### src/rtl/core/sia_pkg.sv
// ----------------------------------------------------------------------------
// sia_pkg
// Shared types and constants for the sorted insert array.
// ----------------------------------------------------------------------------
package sia_pkg;

    localparam int CAPACITY = 16;
    localparam int IDX_W    = $clog2(CAPACITY);
    localparam int CNT_W    = $clog2(CAPACITY + 1);
    localparam int VAL_W    = 32;

    // command codes
    localparam logic [1:0] CMD_INSERT = 2'd0;
    localparam logic [1:0] CMD_LOOKUP = 2'd1;
    localparam logic [1:0] CMD_REMOVE = 2'd2;

    // status codes
    localparam logic [1:0] ST_OK    = 2'd0;
    localparam logic [1:0] ST_FULL  = 2'd1;
    localparam logic [1:0] ST_RANGE = 2'd2;

    localparam logic [CNT_W-1:0] LIMIT_RESET = CNT_W'(CAPACITY);

    typedef struct packed {
        logic [1:0]       command;
        logic [VAL_W-1:0] value;
        logic [IDX_W-1:0] index;
    } in_item_t;

    typedef struct packed {
        logic [VAL_W-1:0] read_value;
        logic [CNT_W-1:0] count;
        logic [1:0]       status;
    } out_item_t;

    // controller to datapath commands
    typedef struct packed {
        logic load;     // capture a new input transaction
        logic compare;  // register the less-than mask
        logic commit;   // update the store and the result register
    } sia_cmd_t;

endpackage

### src/rtl/core/sia_ctrl.sv
// ----------------------------------------------------------------------------
// sia_ctrl
// Sequencer: load, compare, commit; owns both handshakes.
// ----------------------------------------------------------------------------
module sia_ctrl
    import sia_pkg::*;
(
    input  logic     clk,
    input  logic     rst_n,
    input  logic     in_valid,
    output logic     in_ready,
    output logic     out_valid,
    input  logic     out_ready,
    output sia_cmd_t cmd
);

    typedef enum logic [1:0] {
        S_IDLE,
        S_COMPARE,
        S_COMMIT
    } state_t;

    state_t state_reg, state_next;
    logic   out_valid_reg, out_valid_next;

    // commit only when the result register is free or being drained
    always_comb
    begin
        cmd.commit  = (state_reg == S_COMMIT) && (!out_valid_reg || out_ready);
        cmd.compare = (state_reg == S_COMPARE);
        in_ready    = (state_reg == S_IDLE) || cmd.commit;
        cmd.load    = in_valid && in_ready;
    end

    // next state and output valid
    always_comb
    begin
        state_next     = state_reg;
        out_valid_next = out_valid_reg;
        if (out_ready)
        begin
            out_valid_next = 1'b0;
        end
        case (state_reg)
            S_IDLE:
            begin
                if (cmd.load)
                begin
                    state_next = S_COMPARE;
                end
            end
            S_COMPARE:
            begin
                state_next = S_COMMIT;
            end
            S_COMMIT:
            begin
                if (cmd.commit)
                begin
                    out_valid_next = 1'b1;
                    state_next     = cmd.load ? S_COMPARE : S_IDLE;
                end
            end
            default:
            begin
                state_next = S_IDLE;
            end
        endcase
    end

    // hold state and registered outputs
    always_ff @(posedge clk or negedge rst_n)
    begin
        if (!rst_n)
        begin
            state_reg     <= S_IDLE;
            out_valid_reg <= 1'b0;
        end
        else
        begin
            state_reg     <= state_next;
            out_valid_reg <= out_valid_next;
        end
    end

    assign out_valid = out_valid_reg;

endmodule

### src/rtl/core/sia_dp.sv
// ----------------------------------------------------------------------------
// sia_dp
// Datapath: sorted register array with parallel compare and shift,
// entry count, limit register and result register.
// ----------------------------------------------------------------------------
module sia_dp
    import sia_pkg::*;
(
    input  logic             clk,
    input  logic             rst_n,
    input  sia_cmd_t         cmd,
    input  in_item_t         in_data,
    input  logic             cfg_wr_en,
    input  logic [CNT_W-1:0] cfg_wr_data,
    output out_item_t        out_data
);

    in_item_t              item_reg;
    logic [CAPACITY-1:0]   lt_reg, lt_next;
    logic [VAL_W-1:0]      entries_reg [CAPACITY];
    logic [VAL_W-1:0]      entries_next [CAPACITY];
    logic [VAL_W-1:0]      entries_up [CAPACITY];
    logic [VAL_W-1:0]      entries_down [CAPACITY];
    logic [CAPACITY-1:0]   lt_prev;
    logic [CNT_W-1:0]      count_reg, count_next;
    logic [CNT_W-1:0]      limit_reg;
    out_item_t             out_reg, out_next;
    logic                  full;
    logic                  idx_ok;

    // capture the transaction
    always_ff @(posedge clk)
    begin
        if (cmd.load)
        begin
            item_reg <= in_data;
        end
    end

    // less-than mask over the valid entries; a prefix since the array is sorted
    always_comb
    begin
        for (int k = 0; k < CAPACITY; k++)
        begin
            lt_next[k] = (CNT_W'(k) < count_reg) && (entries_reg[k] < item_reg.value);
        end
    end

    always_ff @(posedge clk)
    begin
        if (cmd.compare)
        begin
            lt_reg <= lt_next;
        end
    end

    // neighbor views of the array for the shifts
    assign lt_prev = {lt_reg[CAPACITY-2:0], 1'b1};

    for (genvar k = 0; k < CAPACITY; k++)
    begin : g_nbr
        if (k == 0)
        begin : g_first
            assign entries_up[k] = '0;
        end
        else
        begin : g_up
            assign entries_up[k] = entries_reg[k-1];
        end
        if (k == CAPACITY - 1)
        begin : g_last
            assign entries_down[k] = entries_reg[k];
        end
        else
        begin : g_down
            assign entries_down[k] = entries_reg[k+1];
        end
    end

    assign full   = (count_reg >= limit_reg) || (count_reg >= CNT_W'(CAPACITY));
    assign idx_ok = {1'b0, item_reg.index} < count_reg;

    // apply the command to the store, the count and the result
    always_comb
    begin
        entries_next        = entries_reg;
        count_next          = count_reg;
        out_next.read_value = '0;
        out_next.status     = ST_OK;
        case (item_reg.command)
            CMD_INSERT:
            begin
                if (full)
                begin
                    out_next.status = ST_FULL;
                end
                else
                begin
                    for (int k = 0; k < CAPACITY; k++)
                    begin
                        if (!lt_reg[k])
                        begin
                            entries_next[k] = lt_prev[k] ? item_reg.value : entries_up[k];
                        end
                    end
                    count_next = count_reg + 1'b1;
                end
            end
            CMD_LOOKUP:
            begin
                if (idx_ok)
                begin
                    out_next.read_value = entries_reg[item_reg.index];
                end
                else
                begin
                    out_next.status = ST_RANGE;
                end
            end
            CMD_REMOVE:
            begin
                if (idx_ok)
                begin
                    for (int k = 0; k < CAPACITY; k++)
                    begin
                        if (IDX_W'(k) >= item_reg.index)
                        begin
                            entries_next[k] = entries_down[k];
                        end
                    end
                    count_next = count_reg - 1'b1;
                end
                else
                begin
                    out_next.status = ST_RANGE;
                end
            end
            default:
            begin
                out_next.status = ST_OK;
            end
        endcase
        out_next.count = count_next;
    end

    // entry storage and result register, no reset
    always_ff @(posedge clk)
    begin
        if (cmd.commit)
        begin
            entries_reg <= entries_next;
            out_reg     <= out_next;
        end
    end

    // count and limit
    always_ff @(posedge clk or negedge rst_n)
    begin
        if (!rst_n)
        begin
            count_reg <= '0;
            limit_reg <= LIMIT_RESET;
        end
        else
        begin
            if (cmd.commit)
            begin
                count_reg <= count_next;
            end
            if (cfg_wr_en)
            begin
                limit_reg <= cfg_wr_data;
            end
        end
    end

    assign out_data = out_reg;

endmodule

### src/rtl/core/sorted_insert_array_top.sv
// The compare register and the commit of the shifted array and the result are
// the two steps of each transaction; the commit waits while the output holds
// an undrained result, and a new input can be accepted as the previous commits.
// A finished result waits in the output register while the next one computes.
// Reset (rst_n, async, active low): count cleared, limit set to CAPACITY,
// entries left uninitialized and never read before written.
// ----------------------------------------------------------------------------
// sorted_insert_array_top
// Ascending list of up to CAPACITY 32-bit values with insert, lookup, remove.
// ----------------------------------------------------------------------------
module sorted_insert_array_top
    import sia_pkg::*;
(
    input  logic             clk,
    input  logic             rst_n,
    input  logic             in_valid,
    output logic             in_ready,
    input  in_item_t         in_data,
    output logic             out_valid,
    input  logic             out_ready,
    output out_item_t        out_data,
    input  logic             cfg_wr_en,
    input  logic [CNT_W-1:0] cfg_wr_data
);

    sia_cmd_t cmd;

    // sequencer
    sia_ctrl u_ctrl (
        .clk       (clk),
        .rst_n     (rst_n),
        .in_valid  (in_valid),
        .in_ready  (in_ready),
        .out_valid (out_valid),
        .out_ready (out_ready),
        .cmd       (cmd)
    );

    // store and result
    sia_dp u_dp (
        .clk         (clk),
        .rst_n       (rst_n),
        .cmd         (cmd),
        .in_data     (in_data),
        .cfg_wr_en   (cfg_wr_en),
        .cfg_wr_data (cfg_wr_data),
        .out_data    (out_data)
    );

    // count never exceeds the array size
    a_count_bound: assert property (@(posedge clk) disable iff (!rst_n)
        out_valid |-> (out_data.count <= CNT_W'(CAPACITY)))
        else $error("result count above capacity");

    // a nonzero read value only comes with ok status
    a_read_ok: assert property (@(posedge clk) disable iff (!rst_n)
        (out_valid && (out_data.read_value != '0)) |-> (out_data.status == ST_OK))
        else $error("read value with error status");

    // an accepted transaction blocks input for its compare cycle
    a_no_back_accept: assert property (@(posedge clk) disable iff (!rst_n)
        (in_valid && in_ready) |=> !in_ready)
        else $error("input accepted during compare");

    // status code is always a defined one
    a_status_code: assert property (@(posedge clk) disable iff (!rst_n)
        out_valid |-> (out_data.status == ST_OK || out_data.status == ST_FULL ||
                       out_data.status == ST_RANGE))
        else $error("undefined status code");

endmodule
### config.mk
export PLATFORM = sky130hd
export DESIGN_NAME = sorted_insert_array_top
export DESIGN_NICKNAME = d
export VERILOG_FILES = /design/src/rtl/core/sia_pkg.sv /design/src/rtl/core/sia_ctrl.sv /design/src/rtl/core/sia_dp.sv /design/src/rtl/core/sorted_insert_array_top.sv
export SDC_FILE = /design/constraint.sdc
export NUM_CORES = 2
export LEC_CHECK = 0
export ABC_AREA = 0
export BUFFER_PORTS_ARGS = -buffer_cell sky130_fd_sc_hd__buf_2
export CORE_UTILIZATION = 62
export CTS_CLUSTER_SIZE = 12
export DETAILED_ROUTE_END_ITERATION = 8
export PLACE_DENSITY = 0.79
export SYNTH_ARGS = -nofsm -noshare
export SYNTH_HDL_FRONTEND = slang
export SYNTH_HIERARCHICAL = 1
export SYNTH_SLANG_ARGS = --single-unit
### constraint.sdc
create_clock -name clk -period 13.07 [get_ports clk]
set_input_delay 1.307 -clock clk [delete_from_list [all_inputs] [get_ports clk]]
set_output_delay 1.307 -clock clk [all_outputs]
set_load 0.01 [all_outputs]
==> metrics.txt <==
skew final=0.0317 ns; Hold Path Sink=u_ctrl/out_valid$_DFF_PN0_; register area share after synthesis=42.0%; Mean Syn Cell Area=11.1 um^2; cell area after synthesis=44000 um^2; initial antenna violation count=3; Port Buffers=88; worst-path maximum fanout=40; Cell variety after synth=62; critical path class=reg -> reg; Syn Nets=4516; Slew Viols, Final=0; routed len/inst=29.5 um; drt drc=0; Worst-path clk slew=0.06 ns; count leader, synth=edfxtp_1; Critical Path End Type=flop; first-pass GRT wire length=213000 um; Tmin final=4.59 ns; dpl ws=8.47 ns; top cell type by total area after synthesis=edfxtp_1; clk sink count=618; routed vias/inst=7.17; CTS tree=built; vias in the first global route=33100; via count=35300; die height=269 um; dominant cells by area after synthesis=edfxtp_1 (41%), ha_1 (15%), mux2i_1 (11%); HPWL Detailed=97900 um; CTS Hold Bufs=0; fraction of registers with async set/reset=2.10%; violation count after the first detailed-route iteration=5645; Largest stage delay, worst path=1.08 ns; CTS H-tree lvls=3; Worst slew margin=7.45%; drt first pass iters=8; Slowest cell on crit path=a211oi_4; Fillers=5146; startpoint types=flop; status=finished clean; R2R depth=10; Slew @ Worst Pin=1.37 ns; final WL=145000 um; Synth top area share=41.3%; GRT overflow=0; total CTS buffers=73; Nets=4497; EDFF count, synth=605; cell count of the worst hold path=2; Initial Utilization=62.8%; Hold Vio Cnt, Final=0; setup violators final=0; Hold Path Class=reg -> reg; PwrDens=125 nW/um^2; Crit path required time=13.36 ns; peak supply drop=0.000118 V; CP most frequent cell=buf_4; Max-cap violations=0; Core Area=70100 um^2; Tcrit/Tclk final=35.1%; origin of the worst setup path=u_dp/item_reg[2]$_DFFE_PP_; max reg flops=480; Inst Count DP=4802; r2r endpoint=u_dp/entries_down[167]$_DFFE_PP_; Finished Cell Area=47700 um^2; RSZ-0062 raised after global routing=false; largest net degree at the start of global routing=267; f_max=0.218 GHz; Post-DRT Antenna Nets=0; final instance count without filler cells=4926; I/O Pins=89; Global Route Usage Sum=40.0%; r2r setup slk=8.48 ns; Worst-Skew Late Latency=0.63 ns; fin util=68.0%; Yosys warning total=6; Top FF cell, synth=edfxtp_1; row cnt=97; Placed Instance Area=45500 um^2; setup ws final=8.48 ns; postcts setup bufs=0; synthesis-to-finish area growth=8.37%; GPL Wtd Cong=0.982; CP cell instances=buf_4, ha_1, a21oi_1, o21ai_0, a31oi_2, o22a_1, nand2_1, buf_4, a211oi_4, buf_4; Die Span X=269 um; area of the die=72100 um^2; Clock Path Buffers=3; Worst Path Arrival=4.88 ns; layout cells sized above 1=11.3%; Synth Register Bits=618; post-cts gate resize count=0; Pleak=18.7 nW; Post-synth top cells=edfxtp_1 (605), nand2_1 (573), o21ai_0 (570); CTS root buf=clkbuf_16; hold path start=u_ctrl/out_valid$_DFF_PN0_; setup TNS=0 ns; reg2reg start=u_dp/item_reg[2]$_DFFE_PP_; Cells after Synth=3956
[power breakdown]
group	leakage (nW)	internal [mW]	switching, mW
combinational	11.9	0.555	0.906
sequential	5.68	2.35	0.161
clock	1.10	1.15	0.860
total	18.7	4.06	1.93
[per-stage QoR]
stage / hold WS [ns] / power, mW
after CTS: 0.527 / 5.92
final: 0.517 / 5.99
after global placement: 0.510 / 3.89
after floorplan: 0.478 / 3.45
after detailed placement: 0.513 / 3.94
after global routing: 0.557 / 6.14
[placed cells by master, fill, tap and decap left out, drive strengths merged, types with 22 or more instances in the layout]
cell / instances
clkbuf: 83
o21ai: 570
buf: 164
ha: 512
nand4: 78
nand2: 573
nor2: 100
edfxtp: 605
clkinv: 31
a211oi: 23
nand3: 24
inv: 51
nor3: 22
nor2b: 61
a21oi: 170
mux2i: 481
mux4: 160
a21o: 84
[routing by layer]
layer,vias up,routed length [um],track usage (%)
met5,-,44,0
met2,2883,60600,57.0
li1,15200,-,-
met4,2,9930,23.6
met1,16800,52700,54.6
met3,511,21800,11.2
[worst max-delay path by stage]
stage	to	slack (ns)	depth (start not counted)
after floorplan	u_dp/entries_reg[480]$_DFFE_PP_	3.82	5
after global placement	u_dp/entries_down[481]$_DFFE_PP_	8.53	8
after detailed placement	u_dp/entries_down[481]$_DFFE_PP_	8.47	8
after CTS	u_dp/entries_down[420]$_DFFE_PP_	8.62	10
after global routing	u_dp/entries_down[417]$_DFFE_PP_	8.34	10
final	u_dp/entries_down[167]$_DFFE_PP_	8.48	10
[layout make-up]
class                      instances  area [um^2]  area share [%]
multi-input combinational       3032        24600            51.6
sequential                       618        18500            38.8
tap                              940         1180            2.46
clock buffer                      83         1890            3.95
inverter                          48          180           0.378
timing repair buffer             164         1020            2.14
clock inverter                    40          357           0.747
antenna                            1         2.50         0.00524
[cells by family after synthesis]
logic type	after synthesis	synth area share (%)
AO/OA/AOI/OAI	963	12.4
adder cells (fa/ha/maj)	512	14.5
AND/OR/NAND/NOR	913	9.11
flip-flops	618	42.0
multiplexers	644	19.2
buffers and inverters	306	2.72
[critical path, delay by kind of cell (launching register included)]
family,cells,cell delay [ns]
and+or+nand+nor,1,0.06
DFF,1,0.32
buffers and inverters,3,1.41
adders and majority gates,1,0.38
AOI/OAI and AO/OA,5,2.04
No activity file was read; power rests on OpenSTA's default activity.
